`config.mk`:
```
export PLATFORM = sky130hd
export DESIGN_NAME = utf8_nonblank_validator
export DESIGN_NICKNAME = d
export VERILOG_FILES = /design/src/hw/rtl/uv_pkg.sv /design/src/hw/rtl/utf8_nonblank_validator.sv /design/src/hw/rtl/uv_front.sv /design/src/hw/rtl/uv_back.sv
export VERILOG_INCLUDE_DIRS = /design/src /design/src/hw/rtl
export SDC_FILE = /design/constraint.sdc
export NUM_CORES = 1
export LEC_CHECK = 0
export CAP_MARGIN = 25
export CORE_UTILIZATION = 62
export DETAILED_ROUTE_END_ITERATION = 8
export DONT_BUFFER_PORTS = 1
export PLACE_DENSITY = 0.78
export SLEW_MARGIN = 20
export SYNTH_ARGS = -nofsm -noshare
export SYNTH_HDL_FRONTEND = slang
export SYNTH_SLANG_ARGS = --single-unit
```
`constraint.sdc`:
```
create_clock -name clock -period 10.1 [get_ports clock]
set_clock_uncertainty 0.15 [all_clocks]
set_input_delay 0 -clock clock [delete_from_list [all_inputs] [get_ports clock]]
set_output_delay 0 -clock clock [all_outputs]
set_load 0.01 [all_outputs]
```
`src/hw/rtl/utf8_nonblank_validator_macros.svh`:
```
// Assertion macros used by the utf8_nonblank_validator back end (uv_back).
`ifndef UTF8_NONBLANK_VALIDATOR_MACROS_SVH
`define UTF8_NONBLANK_VALIDATOR_MACROS_SVH

// Same-cycle implication, checked out of reset.
`define UV_ASSERT_IMPLY(label, ante, cons, msg) \
   label: assert property (@(posedge clock) disable iff (reset) (ante) |-> (cons)) \
      else $error(msg);

// Next-cycle implication, checked out of reset.
`define UV_ASSERT_NEXT(label, ante, cons, msg) \
   label: assert property (@(posedge clock) disable iff (reset) (ante) |=> (cons)) \
      else $error(msg);

`endif

```
`src/hw/rtl/uv_pkg.sv`:
```
// Types, constants and helper functions for the UTF-8 nonblank validator.
package uv_pkg;

   localparam logic [10:0] COUNT_MAX       = 11'd2047;
   localparam logic [10:0] MAX_BYTES_RESET = 11'd1000;
   localparam logic [20:0] CP_MAX          = 21'h10FFFF;
   localparam logic [20:0] SURR_LO         = 21'h00D800;
   localparam logic [20:0] SURR_HI         = 21'h00DFFF;
   localparam logic [20:0] FLOOR_2B        = 21'h000080;
   localparam logic [20:0] FLOOR_3B        = 21'h000800;
   localparam logic [20:0] FLOOR_4B        = 21'h010000;

   localparam logic [1:0] CLS_2B = 2'd0;
   localparam logic [1:0] CLS_3B = 2'd1;
   localparam logic [1:0] CLS_4B = 2'd2;

   typedef enum logic [2:0] {
      KIND_ASCII = 3'd0,
      KIND_LEAD2 = 3'd1,
      KIND_LEAD3 = 3'd2,
      KIND_LEAD4 = 3'd3,
      KIND_CONT  = 3'd4,
      KIND_BAD   = 3'd5
   } kind_type;

   // One classified byte as it travels from front to back.
   typedef struct packed {
      kind_type   kind;
      logic [5:0] bits;
      logic       space;
      logic       last;
   } item_type;

   function automatic logic is_space(input logic [20:0] cp);
      is_space = cp inside {[21'h000009:21'h00000D], 21'h000020, 21'h000085,
                            21'h0000A0, 21'h001680, [21'h002000:21'h00200A],
                            21'h002028, 21'h002029, 21'h00202F, 21'h00205F,
                            21'h003000};
   endfunction

   function automatic logic [20:0] floor_of(input logic [1:0] cls);
      case (cls)
         CLS_2B:  floor_of = FLOOR_2B;
         CLS_3B:  floor_of = FLOOR_3B;
         default: floor_of = FLOOR_4B;
      endcase
   endfunction

endpackage

```
`src/hw/rtl/utf8_nonblank_validator.sv`:
```
// Top level of the UTF-8 nonblank validator: front classifier, queue, back decoder.
//
// Checks a text delivered one byte per transfer, with req_last on the final
// byte, and returns one verdict per text: strict UTF-8, not all whitespace,
// length within csr_wdata-programmed max_bytes (reset 1000), and the AND of
// the three. Sustained rate is one byte per clock while verdicts are popped; the
// limit is the decode step in the back end, which consumes one queued byte per cycle.
// A verdict reaches the rsp_ ports once the final byte has passed the input queue
// and the verdict register. The input queue (QUEUE_DEPTH entries) absorbs stalls on
// the result side, and bytes that produce no verdict keep flowing while a verdict
// waits to be popped. Write csr_wdata only while no text is in flight.
module utf8_nonblank_validator
   import uv_pkg::*;
#(
   parameter int QUEUE_DEPTH = 4
) (
   input  logic        clock,
   input  logic        reset,
   input  logic        req_push,
   output logic        req_full,
   input  logic [7:0]  req_data_byte,
   input  logic        req_last,
   output logic        rsp_empty,
   input  logic        rsp_pop,
   output logic        rsp_well_formed,
   output logic        rsp_not_blank,
   output logic        rsp_within_length,
   output logic        rsp_accepted,
   input  logic        csr_write,
   input  logic [10:0] csr_wdata
);

   logic     item_valid;
   item_type item;
   logic     item_take;

   uv_front #(
      .QUEUE_DEPTH (QUEUE_DEPTH)
   ) u_front (
      .clock         (clock),
      .reset         (reset),
      .req_push      (req_push),
      .req_full      (req_full),
      .req_data_byte (req_data_byte),
      .req_last      (req_last),
      .item_valid    (item_valid),
      .item          (item),
      .item_take     (item_take)
   );

   uv_back u_back (
      .clock             (clock),
      .reset             (reset),
      .item_valid        (item_valid),
      .item              (item),
      .item_take         (item_take),
      .csr_write         (csr_write),
      .csr_wdata         (csr_wdata),
      .rsp_empty         (rsp_empty),
      .rsp_pop           (rsp_pop),
      .rsp_well_formed   (rsp_well_formed),
      .rsp_not_blank     (rsp_not_blank),
      .rsp_within_length (rsp_within_length),
      .rsp_accepted      (rsp_accepted)
   );

endmodule

```
`src/hw/rtl/uv_front.sv`:
```
// Front end: classifies each incoming byte and queues it for the decoder.
module uv_front
   import uv_pkg::*;
#(
   parameter int QUEUE_DEPTH = 4
) (
   input  logic       clock,
   input  logic       reset,
   input  logic       req_push,
   output logic       req_full,
   input  logic [7:0] req_data_byte,
   input  logic       req_last,
   output logic       item_valid,
   output item_type   item,
   input  logic       item_take
);

   localparam int PW = $clog2(QUEUE_DEPTH);
   localparam int CW = $clog2(QUEUE_DEPTH + 1);

   item_type          mem_ff [QUEUE_DEPTH];
   logic [PW-1:0]     wr_ptr_ff, wr_ptr_in;
   logic [PW-1:0]     rd_ptr_ff, rd_ptr_in;
   logic [CW-1:0]     count_ff, count_in;
   item_type          class_item;
   logic              push_ok;

   always_comb begin
      class_item.last  = req_last;
      class_item.space = is_space({13'd0, req_data_byte});
      class_item.bits  = req_data_byte[5:0];
      if (req_data_byte inside {[8'h00:8'h7F]}) begin
         class_item.kind = KIND_ASCII;
      end else if (req_data_byte inside {[8'h80:8'hBF]}) begin
         class_item.kind = KIND_CONT;
      end else if (req_data_byte inside {[8'hC2:8'hDF]}) begin
         class_item.kind = KIND_LEAD2;
         class_item.bits = {1'b0, req_data_byte[4:0]};
      end else if (req_data_byte inside {[8'hE0:8'hEF]}) begin
         class_item.kind = KIND_LEAD3;
         class_item.bits = {2'b0, req_data_byte[3:0]};
      end else if (req_data_byte inside {[8'hF0:8'hF4]}) begin
         class_item.kind = KIND_LEAD4;
         class_item.bits = {3'b0, req_data_byte[2:0]};
      end else begin
         class_item.kind = KIND_BAD;
      end
   end

   assign req_full   = (count_ff == CW'(QUEUE_DEPTH));
   assign push_ok    = req_push && !req_full;
   assign item_valid = (count_ff != '0);
   assign item       = mem_ff[rd_ptr_ff];

   always_comb begin
      wr_ptr_in = wr_ptr_ff;
      rd_ptr_in = rd_ptr_ff;
      count_in  = count_ff;
      if (push_ok) begin
         wr_ptr_in = (wr_ptr_ff == PW'(QUEUE_DEPTH - 1)) ? '0 : wr_ptr_ff + 1'b1;
      end
      if (item_take) begin
         rd_ptr_in = (rd_ptr_ff == PW'(QUEUE_DEPTH - 1)) ? '0 : rd_ptr_ff + 1'b1;
      end
      case ({push_ok, item_take})
         2'b10:   count_in = count_ff + 1'b1;
         2'b01:   count_in = count_ff - 1'b1;
         default: count_in = count_ff;
      endcase
   end

   always_ff @(posedge clock) begin
      if (reset) begin
         wr_ptr_ff <= '0;
         rd_ptr_ff <= '0;
         count_ff  <= '0;
      end else begin
         wr_ptr_ff <= wr_ptr_in;
         rd_ptr_ff <= rd_ptr_in;
         count_ff  <= count_in;
      end
   end

   always_ff @(posedge clock) begin
      if (push_ok) begin
         mem_ff[wr_ptr_ff] <= class_item;
      end
   end

endmodule

```
`src/hw/rtl/uv_back.sv`:
```
// Back end: UTF-8 decode state, byte count, length limit and verdict register.
module uv_back
   import uv_pkg::*;
(
   input  logic        clock,
   input  logic        reset,
   input  logic        item_valid,
   input  item_type    item,
   output logic        item_take,
   input  logic        csr_write,
   input  logic [10:0] csr_wdata,
   output logic        rsp_empty,
   input  logic        rsp_pop,
   output logic        rsp_well_formed,
   output logic        rsp_not_blank,
   output logic        rsp_within_length,
   output logic        rsp_accepted
);
   `include "utf8_nonblank_validator_macros.svh"

   logic [10:0] max_ff;
   logic [1:0]  pend_ff, pend_in;
   logic [20:0] cp_ff, cp_in;
   logic [1:0]  cls_ff, cls_in;
   logic        err_ff, err_in;
   logic        vis_ff, vis_in;
   logic [10:0] cnt_ff, cnt_in;
   logic        rsp_valid_ff;
   logic        wf_ff, nb_ff, wl_ff;
   logic        wf_in, wl_in;
   logic [20:0] cp_ext;

   assign item_take = item_valid && (!item.last || !rsp_valid_ff || rsp_pop);

   always_comb begin
      pend_in = pend_ff;
      cp_in   = cp_ff;
      cls_in  = cls_ff;
      err_in  = err_ff;
      vis_in  = vis_ff;
      cnt_in  = (cnt_ff == COUNT_MAX) ? cnt_ff : cnt_ff + 11'd1;
      cp_ext  = {cp_ff[14:0], item.bits};
      if (!err_ff) begin
         if (pend_ff == 2'd0) begin
            case (item.kind)
               KIND_ASCII: begin
                  if (!item.space) vis_in = 1'b1;
               end
               KIND_LEAD2: begin
                  pend_in = 2'd1;
                  cp_in   = {15'd0, item.bits};
                  cls_in  = CLS_2B;
               end
               KIND_LEAD3: begin
                  pend_in = 2'd2;
                  cp_in   = {15'd0, item.bits};
                  cls_in  = CLS_3B;
               end
               KIND_LEAD4: begin
                  pend_in = 2'd3;
                  cp_in   = {15'd0, item.bits};
                  cls_in  = CLS_4B;
               end
               default: err_in = 1'b1;
            endcase
         end else if (item.kind != KIND_CONT) begin
            err_in = 1'b1;
         end else begin
            cp_in   = cp_ext;
            pend_in = pend_ff - 2'd1;
            if (pend_ff == 2'd1) begin
               if (cp_ext < floor_of(cls_ff) || cp_ext > CP_MAX ||
                   (cp_ext >= SURR_LO && cp_ext <= SURR_HI)) begin
                  err_in = 1'b1;
               end else if (!is_space(cp_ext)) begin
                  vis_in = 1'b1;
               end
            end
         end
      end
      wf_in = !err_in && (pend_in == 2'd0);
      wl_in = (cnt_in != COUNT_MAX) && (cnt_in <= max_ff);
   end

   always_ff @(posedge clock) begin
      if (reset) begin
         max_ff <= MAX_BYTES_RESET;
      end else if (csr_write) begin
         max_ff <= csr_wdata;
      end
   end

   always_ff @(posedge clock) begin
      if (reset) begin
         pend_ff <= '0;
         cp_ff   <= '0;
         cls_ff  <= '0;
         err_ff  <= 1'b0;
         vis_ff  <= 1'b0;
         cnt_ff  <= '0;
      end else if (item_take) begin
         if (item.last) begin
            pend_ff <= '0;
            cp_ff   <= '0;
            cls_ff  <= '0;
            err_ff  <= 1'b0;
            vis_ff  <= 1'b0;
            cnt_ff  <= '0;
         end else begin
            pend_ff <= pend_in;
            cp_ff   <= cp_in;
            cls_ff  <= cls_in;
            err_ff  <= err_in;
            vis_ff  <= vis_in;
            cnt_ff  <= cnt_in;
         end
      end
   end

   always_ff @(posedge clock) begin
      if (reset) begin
         rsp_valid_ff <= 1'b0;
      end else if (item_take && item.last) begin
         rsp_valid_ff <= 1'b1;
      end else if (rsp_pop) begin
         rsp_valid_ff <= 1'b0;
      end
   end

   always_ff @(posedge clock) begin
      if (item_take && item.last) begin
         wf_ff <= wf_in;
         nb_ff <= vis_in;
         wl_ff <= wl_in;
      end
   end

   assign rsp_empty         = !rsp_valid_ff;
   assign rsp_well_formed   = wf_ff;
   assign rsp_not_blank     = nb_ff;
   assign rsp_within_length = wl_ff;
   assign rsp_accepted      = wf_ff && nb_ff && wl_ff;

   `UV_ASSERT_IMPLY(a_no_overwrite, item_take && item.last, !rsp_valid_ff || rsp_pop, "verdict overwritten before transfer")
   `UV_ASSERT_NEXT(a_text_clears, item_take && item.last, cnt_ff == '0 && pend_ff == '0 && !err_ff && !vis_ff, "state not cleared after final byte")
   `UV_ASSERT_NEXT(a_error_sticks, err_ff && !(item_take && item.last), err_ff, "error flag dropped within a text")
   `UV_ASSERT_NEXT(a_count_saturates, cnt_ff == COUNT_MAX && !(item_take && item.last), cnt_ff == COUNT_MAX, "byte count left saturation")

endmodule
```
==> results of run 1 <==
==> cells by family (layout without fill, tap and decap cells) <==
kind of cell               after synthesis  after routing
and+or+nand+nor                        198            198
xor gates and xnor gates                 6              6
muxes                                   20             20
buffers and inverters                   46             80
DFF                                    100            100
AOI/OAI and AO/OA                      101            101
adders and majority gates               23             23
==> cell usage in the layout (no fill, tap or decap), types with 3 or more instances in the layout <==
cell type | netlist | routed
and3_1 | 9 | 9
dfxtp_1 | 53 | 53
nor4_1 | 4 | 4
nor2b_1 | 4 | 4
a21oi_1 | 38 | 38
dlygate4sd3_1 | 0 | 34
edfxtp_1 | 47 | 47
ha_1 | 22 | 22
or3_1 | 3 | 3
clkbuf_8 | 0 | 9
nand2b_1 | 5 | 5
nand4_1 | 13 | 13
a31oi_1 | 5 | 5
o21ai_2 | 8 | 8
o211ai_1 | 7 | 7
mux4_1 | 8 | 8
inv_1 | 27 | 27
nand2_1 | 55 | 55
and2_1 | 8 | 8
nor3_1 | 14 | 14
nor2_1 | 41 | 41
mux4_2 | 3 | 3
mux2i_1 | 8 | 8
nand3_1 | 23 | 23
o21a_1 | 6 | 6
o21ai_0 | 14 | 14
xor2_1 | 5 | 5
==> critical path: cells and delay by family, from the launching register on <==
family / cells / cell delay [ns]
muxes: 1 / 0.70
AOI/OAI and AO/OA: 1 / 0.14
buffers and inverters: 2 / 0.32
and+or+nand+nor: 3 / 1.02
xor gates and xnor gates: 1 / 0.16
adders and majority gates: 2 / 0.63
DFF: 1 / 0.75
==> worst paths after layout <==
kind | cells after the start | slack, ns | endpoint | from
max reg2reg | 10 | 6.16 | u_front.count_ff[2] | register
max | 10 | 6.16 | u_front.count_ff[2] | register
min reg2reg | 2 | 0.32 | u_back.cp_ff[13] | u_back.cp_ff[13]
min | 4 | 0.05 | u_front.mem_ff[3][9] | req_data_byte[0]
==> routing by layer <==
layer | up-vias | GRT usage | share of wire
li1 | 1881 | - | -
met1 | 1846 | 0.332 | 0.43
met2 | 135 | 0.468 | 0.50
met3 | 31 | 0.0419 | 0.043
met4 | 0 | 0.122 | 0.029
met5 | - | 0 | 0
==> state kept, by name, indices dropped and copies added, names as in the netlist, named ones only <==
signal	flops
u_back.cls_ff	2
u_back.cnt_ff	11
u_back.cp_ff	15
u_back.err_ff	1
u_back.max_ff	11
u_back.pend_ff	2
u_back.rsp_not_blank	1
u_back.rsp_valid_ff	1
u_back.rsp_well_formed	1
u_back.rsp_within_length	1
u_back.vis_ff	1
u_front.count_ff	3
u_front.mem_ff	44
u_front.rd_ptr_ff	2
u_front.wr_ptr_ff	2
==> cell type report <==
cell class,instances,area [um2]
inverter,28,105
clock buffer,10,128
tap,102,128
clock inverter,6,71.3
fill,577,2150
sequential,100,2470
timing repair buffer,36,365
multi-input combinational,348,2390
==> report_power, final <==
part / switching [W] / leakage [nW] / internal, W
clock network: 0.000141 / 0.103 / 0.000118
logic: 0.000307 / 1.15 / 0.000177
registers: 0.0000512 / 0.866 / 0.000478
total: 0.000499 / 2.12 / 0.000773
==> per-stage QoR <==
step,hold WS [ns],total power (W)
6_report,0.0539,0.00127
5_1_grt,0.114,0.00135
4_1_cts,0.0251,0.00127
3_5_place_dp,-0.0748,0.000991
3_3_place_gp,-0.0763,0.000976
2_1_floorplan,-0.0511,0.000920
==> what timing repair did <==
action,4_1_cts,5_1_grt
endpoints found under the hold margin,96,0
buffers inserted,0,0
hold buffers,35,0
endpoints found under the setup margin,0,0
==> metrics.md, run 1 <==
| Metric | Value |
|---|---|
| Combinational family with the most area after synthesis | `simple AND/OR/NAND/NOR gates` |
| Critical path cell sequence | `mux4_2 -> or2_2 -> and2_1 -> inv_2 -> ha_1 -> inv_1 -> fa_1 -> xor2_1 -> or3_1 -> a21oi_1` |
| Max-cap viol count | `0` |
| Status | `completed` |
| Largest net degree at the start of global routing | `37` |
| Cell taking the most area after synthesis | `edfxtp_1` |
| Initial Util | `0.647` |
| EDFF count, synth | `47` |
| Post-detailed-route count of antenna-violating nets | `0` |
| Clk root buf | `clkbuf_8` |
| Total CTS buffers | `9` |
| Post-synth top cells | `nand2_1, dfxtp_1, edfxtp_1` |
| Critical path's slowest cell | `dfxtp_1` |
| Rows | `32` |
| Post_cts resized | `0` |
| Synth-to-Final Area Change | `11.9%` |
| Place WS | `6.20 ns` |
| Crit path DAT | `4.09 ns` |
| Fin nets | `571` |
| Ant diodes | `0` |
| CP Launch Type | `register` |
| H-tree levels | `3` |
| Setup_tns | `0 ns` |
| Final min period | `3.94 ns` |
| Post-DP Area | `5100 um2` |
| GP Congestion | `0.931` |
| Die area | `8520 um2` |
| Grt ovf | `0` |
| Async SR Flop Fraction | `0` |
| Largest fanout on the critical path | `15` |
| Drt initial violations | `262` |
| Yosys top cell area share | `0.279` |
| Worst Max-Slew Pin Slew | `0.883 ns` |
| Final instance area | `5660 um2` |
| Peak Freq | `254 MHz` |
| Post-Syn Instances | `494` |
| DR DRC count | `0` |
| Syn_nets | `542` |
| Post-synthesis cell area | `5050 um2` |
| Total wire length | `10800 um` |
| Slew Limit Fails | `0` |
| Initial DRT Pass Iterations | `5` |
| Yosys reg bits | `100` |
| Clock latency at the later pin of the worst-skew pair | `0.37 ns` |
| Most frequent cell after synthesis | `nand2_1` |
| Fin util | `0.724` |
| DP HPWL | `6920 um` |
| Final period utilization | `0.390` |
| Die W | `92.3 um` |
| First-pass GRT wire length | `17800 um` |
| Worst Hold Class | `in -> reg` |
| Ports | `31` |
| Vias | `3893` |
| CTS tree | `done` |
| Max-slew headroom | `0.407` |
| Critical path required time | `10.26 ns` |
| Mux cell area share after synthesis | `0.0730` |
| Main synth FF type | `dfxtp_1` |
| Clk slew on worst S/H paths | `0.10 ns` |
| Avg Cell Area, Syn | `10.2 um2` |
| Synth Area in Compound Gates | `0.133` |
| Sequential-to-total area share from yosys stat | `0.489` |
| GRT Util Overall | `0.270` |
| Slowest stage delay, CP | `0.75 ns` |
| Yosys cell types | `63` |
| Fin. Hold Viols | `0` |
| Vias in the first global route | `3815` |
| Inst Count DP | `579` |
| Post-synthesis xor/xnor area fraction | `0.0104` |
| Yosys warnings | `0` |
| IO buf count | `0` |
| Synth area leaders | `edfxtp_1, dfxtp_1, ha_1, mux4_1, nand2_1` |
| Synth Area in Simple Gates | `0.197` |
| Layout cells sized above 1 | `0.0833` |
| Core ar. | `7810 um2` |
| Worst Slack Setup Final | `6.16 ns` |
| Vias/cell | `6.18` |
| Longest Clk Path Bufs | `2` |
| WS Path Type | `reg -> reg` |
| Die height | `92.3 um` |
| Adder-Cell Fraction of Synth Area | `0.0584` |
| CTS sink cnt | `100` |
| Finished Layout Cells | `630` |
| RSZ-0062 raised after global routing | `false` |
| CP endpoint kind | `register` |
| PD cells | `225 nW/um2` |
| Final setup vio count | `0` |
| Wirelength per Cell | `17.1 um` |
| P_leak | `2.12 nW` |
| Worst vdd ir | `0.140 mV` |
| Antenna violations before repair | `0` |
Power figures use the tool's default switching activity.
==> run 2, diff against run 1 <==
==> constraint.sdc (replaced) <==
create_clock -name clock -period 3.8 [get_ports clock]
set_clock_uncertainty 0.15 [all_clocks]
set_input_delay 0 -clock clock [delete_from_list [all_inputs] [get_ports clock]]
set_output_delay 0 -clock clock [all_outputs]
set_load 0.01 [all_outputs]
==> run 2 against run 1 <==
Non-clock buffer count is 2 higher. Design area hardly changed. Critical path depth is 1 lower. Maximum frequency is 11% higher. Combinational power grew to 2.8 times the previous value. Sequential share of layout area hardly changed. First-iteration DRC count is 8.0% lower. Clock-buffer cell count stayed put. Clock power is 150% higher. Via count is 2.3% lower. Critical path type unchanged. Largest cell class unchanged. Largest power group unchanged.
==> metrics.md, run 2 (synthesis gave the netlist of run 1 again) <==
| Metric | Value |
|---|---|
| Setup_tns | `0 ns (unchanged)` |
| Layout cells sized above 1 | `0.0925 (+0.00912)` |
| Most frequent cells in the layout | `nand2_1, dfxtp_1, edfxtp_1` |
| Clk slew on worst S/H paths | `0.10 ns (about the same)` |
| Max-cap viol count | `0 (unchanged)` |
| Multi-input logic area | `2390 um2 (+0.21%)` |
| Vias in the first global route | `3755 (-1.6%)` |
| Die area | `8520 um2 (unchanged)` |
| Status | `completed` |
| Crit path buf inv count | `2 (unchanged)` |
| CP endpoint kind | `register` |
| Synth-to-Final Area Change | `11.9% (about the same)` |
| Drt initial violations | `241 (-8.0%)` |
| Worst Hold Class | `in -> reg` |
| GP Congestion | `0.926 (-0.51%)` |
| Final instance area | `5660 um2 (about the same)` |
| Clock latency at the later pin of the worst-skew pair | `0.37 ns (about the same)` |
| Total power | `0.00337 W (+160%)` |
| Peak Freq | `283 MHz (+11%)` |
| Finished Layout Cells | `632 (+0.32%)` |
| Ports | `31 (unchanged)` |
| Die height | `92.3 um (unchanged)` |
| Antenna violations before repair | `0 (unchanged)` |
| Most common cell after layout, fill and taps aside | `nand2_1` |
| Rows | `32 (unchanged)` |
| IO buf count | `0 (unchanged)` |
| Slowest stage delay, CP | `0.72 ns (-0.03 ns)` |
| Worst Max-Slew Pin Slew | `0.737 ns (-0.146 ns)` |
| Max FFs per register | `44 (unchanged)` |
| WS Path Type | `reg -> reg` |
| CTS sink cnt | `100 (unchanged)` |
| Worst Reg-to-Reg Cells | `9 (-1)` |
| Most flop-heavy register | `u_front.mem_ff` |
| Post-DP Area | `5130 um2 (+0.64%)` |
| Largest fanout on the critical path | `24 (+9)` |
| PD cells | `595 nW/um2 (+160%)` |
| Clk root buf | `clkbuf_8` |
| Crit path DAT | `3.70 ns (-0.39 ns)` |
| Initial DRT Pass Iterations | `4 (-1)` |
| Post-detailed-route count of antenna-violating nets | `0 (unchanged)` |
| Vias/cell | `6.02 (-2.6%)` |
| Final period utilization | `0.929 (+0.540)` |
| Critical path cell sequence | `buf_4 -> mux4_1 -> or2_2 -> nand2_1 -> a21oi_4 -> o21ai_4 -> nand2_1 -> a21oi_1 -> dlygate4sd3_1` |
| Worst Hold Path Cells | `4 (unchanged)` |
| Largest registers | `u_front.mem_ff (44), u_back.cp_ff (15)` |
| Final min period | `3.53 ns (-0.404 ns)` |
| Vias | `3803 (-2.3%)` |
| Worst path depth | `9 (-1)` |
| Reg area | `2470 um2 (unchanged)` |
| Inst Count DP | `583 (+0.69%)` |
| P_leak | `2.11 nW (about the same)` |
| CTS tree | `done` |
| First-pass GRT wire length | `17400 um (-2.3%)` |
| Total wire length | `10500 um (-3.0%)` |
| Slew Limit Fails | `0 (unchanged)` |
| Fin. Hold Viols | `0 (unchanged)` |
| Cell family with most CP delay | `compound AO/OA/AOI/OAI gates` |
| DP HPWL | `6920 um (about the same)` |
| Core ar. | `7810 um2 (unchanged)` |
| Total CTS buffers | `9 (unchanged)` |
| H-tree levels | `3 (unchanged)` |
| Longest Clk Path Bufs | `2 (unchanged)` |
| Critical path required time | `3.97 ns (-6.29 ns)` |
| Wirelength per Cell | `16.6 um (-3.3%)` |
| Grt ovf | `0 (unchanged)` |
| Final setup vio count | `0 (unchanged)` |
| Die W | `92.3 um (unchanged)` |
| Critical path's slowest cell | `mux4_1` |
| Critical path's most frequent cell | `nand2_1` |
| Ant diodes | `0 (unchanged)` |
| Fin nets | `573 (+0.35%)` |
| GRT Util Overall | `0.262 (-0.00769)` |
| Initial Util | `0.647 (unchanged)` |
| Max-slew headroom | `0.502 (+0.0958)` |
| Worst vdd ir | `0.352 mV (+150%)` |
| CP Launch Type | `register` |
| Largest net degree at the start of global routing | `37 (unchanged)` |
| RSZ-0062 raised after global routing | `false` |
| DR DRC count | `0 (unchanged)` |
| Fillers | `576 (-0.17%)` |
| Min Hold Slack | `0.0610 ns (+0.00714 ns)` |
run 2: area by class of cell:
class,instances,share of cell area
flip-flops and latches,100,0.437
multi-input cells,348,0.423
repair buffers,38,0.0668
clock buffers,10,0.0226
well taps,102,0.0226
inverters,28,0.0186
clock inverters,6,0.00973
run 2: power by group:
group          switching, W  leakage [nW]  internal [W]
clock network      0.000385        0.0938      0.000253
logic              0.000857          1.16      0.000501
registers         0.0000981         0.866       0.00127
run 2: stage by stage:
stage	utilization	setup slack, ns
after floorplan	-	0.472
after global placement	0.657	0.688
after detailed placement	0.657	0.598
after CTS	0.724	0.288
after global routing	0.725	0.110
final	0.725	0.268
run 2: layer usage:
metal / GRT usage / wire [um] / up-vias
met5: 0 / 0 / -
met4: 0.0977 / 198 / 0
met3: 0.0484 / 431 / 21
met2: 0.460 / 5220 / 126
met1: 0.321 / 4610 / 1771
li1: - / - / 1885
run 2: what timing repair did:
item / in CTS / in global routing
setup buffers: 0 / 0
gates resized for setup: 0 / 0
hold endpoints to repair: 96 / 0
hold buffers: 33 / 0
run 2: tightest hold or removal path, stage by stage:
cell and delay (ns):
o21a_1 0.09, o21ai_0 0.09, nand4_1 0.12, inv_1 0.09
run 2: path summary, 6_finish.rpt:
check                        start                   end  slack (ns)
setup / recovery          register       u_back.cp_ff[4]        0.27
hold / removal    req_data_byte[0]  u_front.mem_ff[0][9]        0.06
setup reg to reg          register       u_back.cp_ff[4]        0.27
hold reg to reg   u_back.cp_ff[12]      u_back.cp_ff[12]        0.32
